==> src/pfd_pkg.sv <==
`default_nettype none
package pfd_pkg;
  localparam logic [30:0] FIELD_P = 31'd2013265921;
  localparam logic [30:0] FIELD_P_MINUS_2 = 31'd2013265919;
  localparam logic [31:0] BARRETT_M = 32'd2290649223;
  localparam logic [3:0] REG_MATRIX_SIZE = 4'd0;

  function automatic logic [30:0] fsub(input logic [30:0] x, input logic [30:0] y);
    logic [31:0] s;
    s = {1'b0, x} + {1'b0, FIELD_P} - {1'b0, y};
    if (x >= y) fsub = x - y;
    else fsub = s[30:0];
  endfunction
endpackage
`default_nettype wire

==> src/pfd_mulmod.sv <==
`default_nettype none
module pfd_mulmod (
  input  wire logic        clk,
  input  wire logic        rst_n,
  input  wire logic        start,
  input  wire logic [30:0] a,
  input  wire logic [30:0] b,
  output logic             done,
  output logic [30:0]      y
);
  import pfd_pkg::*;
  logic [61:0] prod_r;
  logic [63:0] t_r;
  logic [32:0] qp_r;
  logic [32:0] x1_r, x2_r;
  logic        s1_r, s2_r, s3_r;
  logic [32:0] r0, r1, r2;
  always_comb begin
    r0 = x2_r - qp_r;
    r1 = (r0 >= {2'b0, FIELD_P}) ? r0 - {2'b0, FIELD_P} : r0;
    r2 = (r1 >= {2'b0, FIELD_P}) ? r1 - {2'b0, FIELD_P} : r1;
  end
  always_ff @(posedge clk) begin
    if (!rst_n) begin
      s1_r <= 1'b0; s2_r <= 1'b0; s3_r <= 1'b0; done <= 1'b0;
    end else begin
      s1_r <= start;
      s2_r <= s1_r;
      s3_r <= s2_r;
      done <= s3_r;
    end
    if (start) prod_r <= 62'(a) * 62'(b);
    if (s1_r) begin
      t_r <= 64'(prod_r[61:30]) * 64'(BARRETT_M);
      x1_r <= prod_r[32:0];
    end
    if (s2_r) begin
      qp_r <= 33'(t_r[63:32]) * 33'(FIELD_P);
      x2_r <= x1_r;
    end
    if (s3_r) y <= r2[30:0];
  end
endmodule
`default_nettype wire

==> config.mk <==
export PLATFORM = sky130hd
export DESIGN_NAME = pfd_mulmod
export DESIGN_NICKNAME = d
export VERILOG_FILES = /design/src/pfd_pkg.sv /design/src/pfd_mulmod.sv
export SDC_FILE = /design/constraint.sdc
export NUM_CORES = 2
export LEC_CHECK = 0
export BUFFER_PORTS_ARGS = -buffer_cell sky130_fd_sc_hd__buf_2
export CORE_ASPECT_RATIO = 1.75
export CORE_MARGIN = 4
export CORE_UTILIZATION = 55
export DETAILED_ROUTE_END_ITERATION = 16
export PLACE_DENSITY = 0.74
export SYNTH_ARGS = -nofsm -noshare
export SYNTH_HDL_FRONTEND = slang
export SYNTH_SLANG_ARGS = --single-unit
==> constraint.sdc <==
create_clock -name clk -period 8.4 [get_ports clk]
set_clock_uncertainty 0.05 [all_clocks]
set_input_delay 0.84 -clock clk [delete_from_list [all_inputs] [get_ports clk]]
set_output_delay 0.84 -clock clk [all_outputs]
set_load 0.005 [all_outputs]
== Word level (Yosys, flattened, before mapping) ==
Index checks and enable logic that the tools add are counted.

* Mux-type cells: 2
* Add/sub/neg operators: 3
* Magnitude comparators: 2
* Multiply operators: 3

{| class="wikitable"
|+ Operators by type and width
! cell !! count
|-
| greater-or-equal comparator 33 x 31 -> 1 bit, second input constant || 2
|-
| multiplier 32 x 32 -> 64 bit, second input constant || 1
|-
| multiplier 31 x 31 -> 62 bit || 1
|-
| multiplier 32 x 31 -> 33 bit, second input constant || 1
|-
| 2-to-1 mux 33 bit || 1
|-
| subtractor 33 x 31 -> 33 bit, second input constant || 1
|-
| subtractor 33 bit || 1
|-
| 2-to-1 mux 31 bit || 1
|-
| subtractor 31 bit, second input constant || 1
|}

* Bits of input ports: 65
* Word-level logic and storage cells: 20
* Register bits after elaboration: 260
* Output and inout bits: 32

== Longest topological paths before layout ==
* Depth after elaboration: 5
* Depth in mapped cells: 33
* Gate-level depth less buffers: 32

== Worst setup path before layout ==
No wires, ideal clock.

* Path type: input to register
* Start point: input port a[19]
* End point: register prod_r[60], data pin
* Data arrival time: 8.322 ns
* Setup time: 0.258 ns
* Path buffers: 1
* Stages on the path: 30
* Path slack: -0.230 ns
* Required time: 8.092 ns
* Path through: clkbuf_1 -> and2_1 -> fa_1 -> fa_1 -> inv_1 -> fa_1 -> fa_1 -> inv_1 -> fa_1 -> fa_1 -> fa_1 -> inv_1 -> fa_1 -> inv_1 -> ha_1 -> and3_1 -> and4_1 -> nor2b_1 -> a211oi_1 -> nand3b_1 -> o211ai_1 -> o311a_1 -> o31a_1 -> a31o_2 -> a21oi_1 -> o31ai_1 -> a21oi_1 -> o21ai_0 -> a21oi_1 -> xnor2_1

* Cells in the longest elaborated chain, start to end: 1

{| class="wikitable"
|+ Ends and longest elaborated chain
! what !! RTL line !! RTL
|-
| start, declared || pfd_mulmod.sv:6 || <nowiki>input wire logic [30:0] a,</nowiki>
|-
| multiplier 31 x 31 -> 62 bit || pfd_mulmod.sv:32 || <nowiki>if (start) prod_r <= 62'(a) * 62'(b);</nowiki>
|-
| end signal, assigned || pfd_mulmod.sv:32 ||
|-
| end, declared || pfd_mulmod.sv:12 || <nowiki>logic [61:0] prod_r;</nowiki>
|}

Every way passes these cells.
A chain may end at the register's enable or synchronous reset.

== Worst setup path in the final report ==
* Start point: input port a[8]
* End point: register prod_r[58], data pin

The elaborated chain is that of the path after synthesis.

==> flow_summary.html <==
<table>
<tr><th>Metric</th><th>Value</th></tr>
<tr><th colspan="2">Finish</th></tr>
<tr><td>Area growth syn-to-layout</td><td>9.214%</td></tr>
<tr><td>Flip-flop and latch area</td><td>0.006809 mm²</td></tr>
<tr><td>Area of combinational cells with multiple inputs</td><td>0.04075 mm²</td></tr>
<tr><td>Final std cell area, no fill</td><td>0.05802 mm²</td></tr>
<tr><td>Final net count</td><td>7434</td></tr>
<tr><td>Fraction of layout instances using a drive strength above 1</td><td>9.597%</td></tr>
<tr><td>Filler-free cell count of the finished design</td><td>6949</td></tr>
<tr><td>Number of fill cells</td><td>8022</td></tr>
<tr><th colspan="2">Synthesis</th></tr>
<tr><td>Mean Syn Cell Area</td><td>9.634 µm²</td></tr>
<tr><td>Area of the mapped netlist</td><td>0.05312 mm²</td></tr>
<tr><td>Proportion of synthesized flip-flops having asynchronous set or reset</td><td>0%</td></tr>
<tr><td>Number of storage elements in the synthesis netlist</td><td>228</td></tr>
<tr><td>Primary FF master, synth</td><td>sky130_fd_sc_hd__edfxtp_1</td></tr>
<tr><td>Post-synth top area share</td><td>39.00%</td></tr>
<tr><td>Count of yosys warnings during synthesis</td><td>0</td></tr>
<tr><td>Most frequent cell after synthesis</td><td>sky130_fd_sc_hd__inv_1</td></tr>
<tr><td>Cell taking the most area after synthesis</td><td>sky130_fd_sc_hd__fa_1</td></tr>
<tr><td>Post-synthesis sequential area ratio</td><td>12.81%</td></tr>
<tr><td>Distinct cell type count after synthesis</td><td>88</td></tr>
<tr><td>Leading post-synthesis cells by instance count</td><td>sky130_fd_sc_hd__inv_1 (1334), sky130_fd_sc_hd__fa_1 (1035), sky130_fd_sc_hd__ha_1 (618), sky130_fd_sc_hd__nand2_1 (546), sky130_fd_sc_hd__and2_1 (516)</td></tr>
<tr><td>Synth Net Count</td><td>7232</td></tr>
<tr><td>Number of enable-type register cells in the synthesized netlist</td><td>224</td></tr>
<tr><td>Top cells by area, synth</td><td>sky130_fd_sc_hd__fa_1 (39%), sky130_fd_sc_hd__ha_1 (15%), sky130_fd_sc_hd__edfxtp_1 (13%)</td></tr>
<tr><td>Cell count after synthesis</td><td>5514</td></tr>
<tr><th colspan="2">Global routing</th></tr>
<tr><td>Wire length of the first global-routing pass</td><td>228.0 mm</td></tr>
<tr><td>Vias in the first global route</td><td>43720</td></tr>
<tr><td>Largest net degree at the start of global routing</td><td>67</td></tr>
<tr><td>Global-route total usage across every layer</td><td>28.83%</td></tr>
<tr><td>Initial antenna violation count</td><td>3</td></tr>
<tr><td>Total overflow reported by the global router</td><td>0</td></tr>
<tr><th colspan="2">CTS</th></tr>
<tr><td>Clock insertion delay at the later pin of the skew report</td><td>0.55 ns</td></tr>
<tr><td>Clock Sink Count</td><td>228</td></tr>
<tr><td>Maximum buffer depth of the clock tree</td><td>3</td></tr>
<tr><td>Max H-tree Level</td><td>1</td></tr>
<tr><td>CTS tree</td><td>built</td></tr>
<tr><td>Post-CTS Hold Fix Bufs</td><td>0</td></tr>
<tr><td>TritonCTS Buffers</td><td>22</td></tr>
<tr><td>Clock transition time at the flip-flop clock pins of the worst setup and hold paths</td><td>0.08 ns</td></tr>
<tr><td>Clock tree root buffer cell</td><td>sky130_fd_sc_hd__clkbuf_16</td></tr>
<tr><th colspan="2">Die</th></tr>
<tr><td>Die X-Extent</td><td>242.9 µm</td></tr>
<tr><td>Total I/O pin count</td><td>97</td></tr>
<tr><td>Die area</td><td>0.1018 mm²</td></tr>
<tr><td>Row count</td><td>150</td></tr>
<tr><td>Die Y-Extent</td><td>419.1 µm</td></tr>
<tr><td>Initial standard-cell utilization of the core</td><td>55.50%</td></tr>
<tr><td>Standard cell core area</td><td>0.09572 mm²</td></tr>
<tr><th colspan="2">STA</th></tr>
<tr><td>Total negative slack</td><td>0 ns</td></tr>
<tr><td>Pin slew with the least headroom to its limit</td><td>1.021 ns</td></tr>
<tr><td>Peak clock frequency supported by timing</td><td>120.5 MHz</td></tr>
<tr><td>Hold violation total from the final report</td><td>0</td></tr>
<tr><td>Final Slew Violations</td><td>0</td></tr>
<tr><td>Max-Slew Margin vs Limit</td><td>31.09%</td></tr>
<tr><td>Setup repair after global routing missed its margin</td><td>true</td></tr>
<tr><td>Crit path time final</td><td>8.298 ns</td></tr>
<tr><td>Final critical-path share of the clock period</td><td>98.79%</td></tr>
<tr><td>Final-report setup violation count</td><td>0</td></tr>
<tr><td>Hold slack</td><td>0.3654 ns</td></tr>
<tr><th colspan="2">Detailed routing</th></tr>
<tr><td>Final WL</td><td>144.1 mm</td></tr>
<tr><td>Number of detailed-route iterations in the first pass</td><td>5</td></tr>
<tr><td>Number of DRC violations after detailed-routing iteration 0</td><td>2036</td></tr>
<tr><td>Vias after detailed routing</td><td>39010</td></tr>
<tr><td>DRC Markers</td><td>0</td></tr>
<tr><td>Detailed-route vias per instance</td><td>5.613</td></tr>
<tr><td>Antenna-violating nets left</td><td>0</td></tr>
<tr><td>Wire length per cell</td><td>20.74 µm</td></tr>
<tr><th colspan="2">Placement</th></tr>
<tr><td>Weighted congestion reported at the end of routability-driven placement</td><td>1.008</td></tr>
<tr><td>Placed cell areas</td><td>0.05671 mm²</td></tr>
<tr><td>Cell count after placement</td><td>6902</td></tr>
<tr><td>Detailed-placement wirelength estimate</td><td>125.7 mm</td></tr>
<tr><td>Number of port buffers</td><td>96</td></tr>
<tr><th colspan="2">Setup path</th></tr>
<tr><td>Worst reg2reg startpoint</td><td>prod_r[31]$_DFFE_PP_</td></tr>
<tr><td>Required time reported for the critical path endpoint</td><td>8.66 ns</td></tr>
<tr><td>Count of buffer and inverter cells on the critical path</td><td>5</td></tr>
<tr><td>Path length in cells of the critical path</td><td>29</td></tr>
<tr><td>Kind of end point of the critical path</td><td>flip-flop</td></tr>
<tr><td>Worst setup path category</td><td>input pin to flip-flop</td></tr>
<tr><td>Worst flop-to-flop path endpoint</td><td>t_r[63]$_DFFE_PP_</td></tr>
<tr><td>Top delay family on crit path</td><td>adder cells</td></tr>
<tr><td>Start point of the critical path</td><td>a[8]</td></tr>
<tr><td>Max stage delay cell, worst path</td><td>sky130_fd_sc_hd__fa_2</td></tr>
<tr><td>Register-to-register path setup slack</td><td>0.56 ns</td></tr>
<tr><td>Crit start category</td><td>input pin</td></tr>
<tr><td>R2R depth</td><td>30</td></tr>
<tr><td>Crit path arrival time</td><td>8.55 ns</td></tr>
<tr><td>Peak fanout along the critical path</td><td>6</td></tr>
<tr><td>End of the critical path</td><td>prod_r[58]$_DFFE_PP_</td></tr>
<tr><td>Critical path's largest stage delay</td><td>0.62 ns</td></tr>
<tr><td>Most common cell type on the critical path</td><td>sky130_fd_sc_hd__fa_1</td></tr>
<tr><th colspan="2">Outcome</th></tr>
<tr><td>Outcome</td><td>complete, no violations</td></tr>
<tr><th colspan="2">Hold path</th></tr>
<tr><td>Min-delay worst type</td><td>flip-flop to flip-flop</td></tr>
<tr><th colspan="2">Job</th></tr>
<tr><td>Max-cap check violation count</td><td>0</td></tr>
</table>
layout make-up:
class / count / share of cell area (%)
multi-input cells: 3725 / 70.23
flip-flops and latches: 228 / 11.74
inverters: 1334 / 8.631
repair buffers: 405 / 5.484
well taps: 1216 / 2.622
clock buffers: 25 / 0.9683
clock inverters: 14 / 0.3149
diodes: 2 / 0.008626
sequential cells by signal (all words and copies together) (netlist names):
signal / count
qp_r: 33
y: 31
x1_r: 32
done: 1
s3_r: 1
prod_r: 62
x2_r: 33
s2_r: 1
t_r: 33
s1_r: 1
layout by cell type, fill, tap and decap left out, types with 48 or more instances in the layout:
cell	count
sky130_fd_sc_hd__inv_1	1330
sky130_fd_sc_hd__fa_1	1016
sky130_fd_sc_hd__ha_1	610
sky130_fd_sc_hd__nand2_1	546
sky130_fd_sc_hd__and2_1	504
sky130_fd_sc_hd__buf_4	291
sky130_fd_sc_hd__edfxtp_1	224
sky130_fd_sc_hd__xnor2_1	121
sky130_fd_sc_hd__a21oi_1	119
sky130_fd_sc_hd__nor2_1	104
sky130_fd_sc_hd__a21o_1	70
sky130_fd_sc_hd__buf_2	60
sky130_fd_sc_hd__nand3_1	48
sky130_fd_sc_hd__nor3_1	48
sky130_fd_sc_hd__o21ai_0	48
layer usage:
metal	vias to the layer above	track usage, %	part of all wire, %
li1	17290	-	-
met1	19680	26.60	30
met5	-	0	0
met4	0	22.76	10
met2	1338	56.25	55
met3	697	3.346	4.2
worst min-delay path by stage:
stage / startpoint / end / slack [ns] / cells past startpoint
6_report: t_r[56]$_DFFE_PP_ / qp_r[24]$_DFFE_PP_ / 0.37 / 0
5_1_grt: prod_r[26]$_DFFE_PP_ / x1_r[26]$_DFFE_PP_ / 0.37 / 0
4_1_cts: t_r[56]$_DFFE_PP_ / qp_r[24]$_DFFE_PP_ / 0.36 / 0
3_5_place_dp: t_r[48]$_DFFE_PP_ / qp_r[16]$_DFFE_PP_ / 0.35 / 0
3_3_place_gp: t_r[39]$_DFFE_PP_ / qp_r[7]$_DFFE_PP_ / 0.35 / 0
2_1_floorplan: t_r[42]$_DFFE_PP_ / qp_r[10]$_DFFE_PP_ / 0.35 / 0
per-stage QoR:
stage,util (%),setup slack [ns]
global route,60.61,-0.1368
detailed placement,59.25,-0.6535
floorplan,-,0.009716
global placement,59.25,-0.5503
CTS,60.04,0.003276
finish,60.61,0.1017
cell families (layout without fill, tap and decap cells):
logic type      Yosys count  in the layout  share of synthesized area, %
xor+xnor                164            164                         2.704
buf+inv                1561           1778                         11.06
other cells               0              2                             0
compound gates          450            450                         5.686
simple gates           1449           1449                         14.00
fa+ha+maj              1653           1653                         53.56
flops                   228            228                         12.81
mux                       9              9                        0.1766
timing repair:
item                                    CTS  global route
setup buffers                             0             6
pin swaps                                 0            56
endpoints found under the setup margin    1            12
gates resized for setup                   3           164
cloned                                    0             0
hold endpoints to repair                  0             0
Power is left out: the tool's default activity adds up to more than one toggle a clock period on the data nets, which glitch-free logic cannot reach.
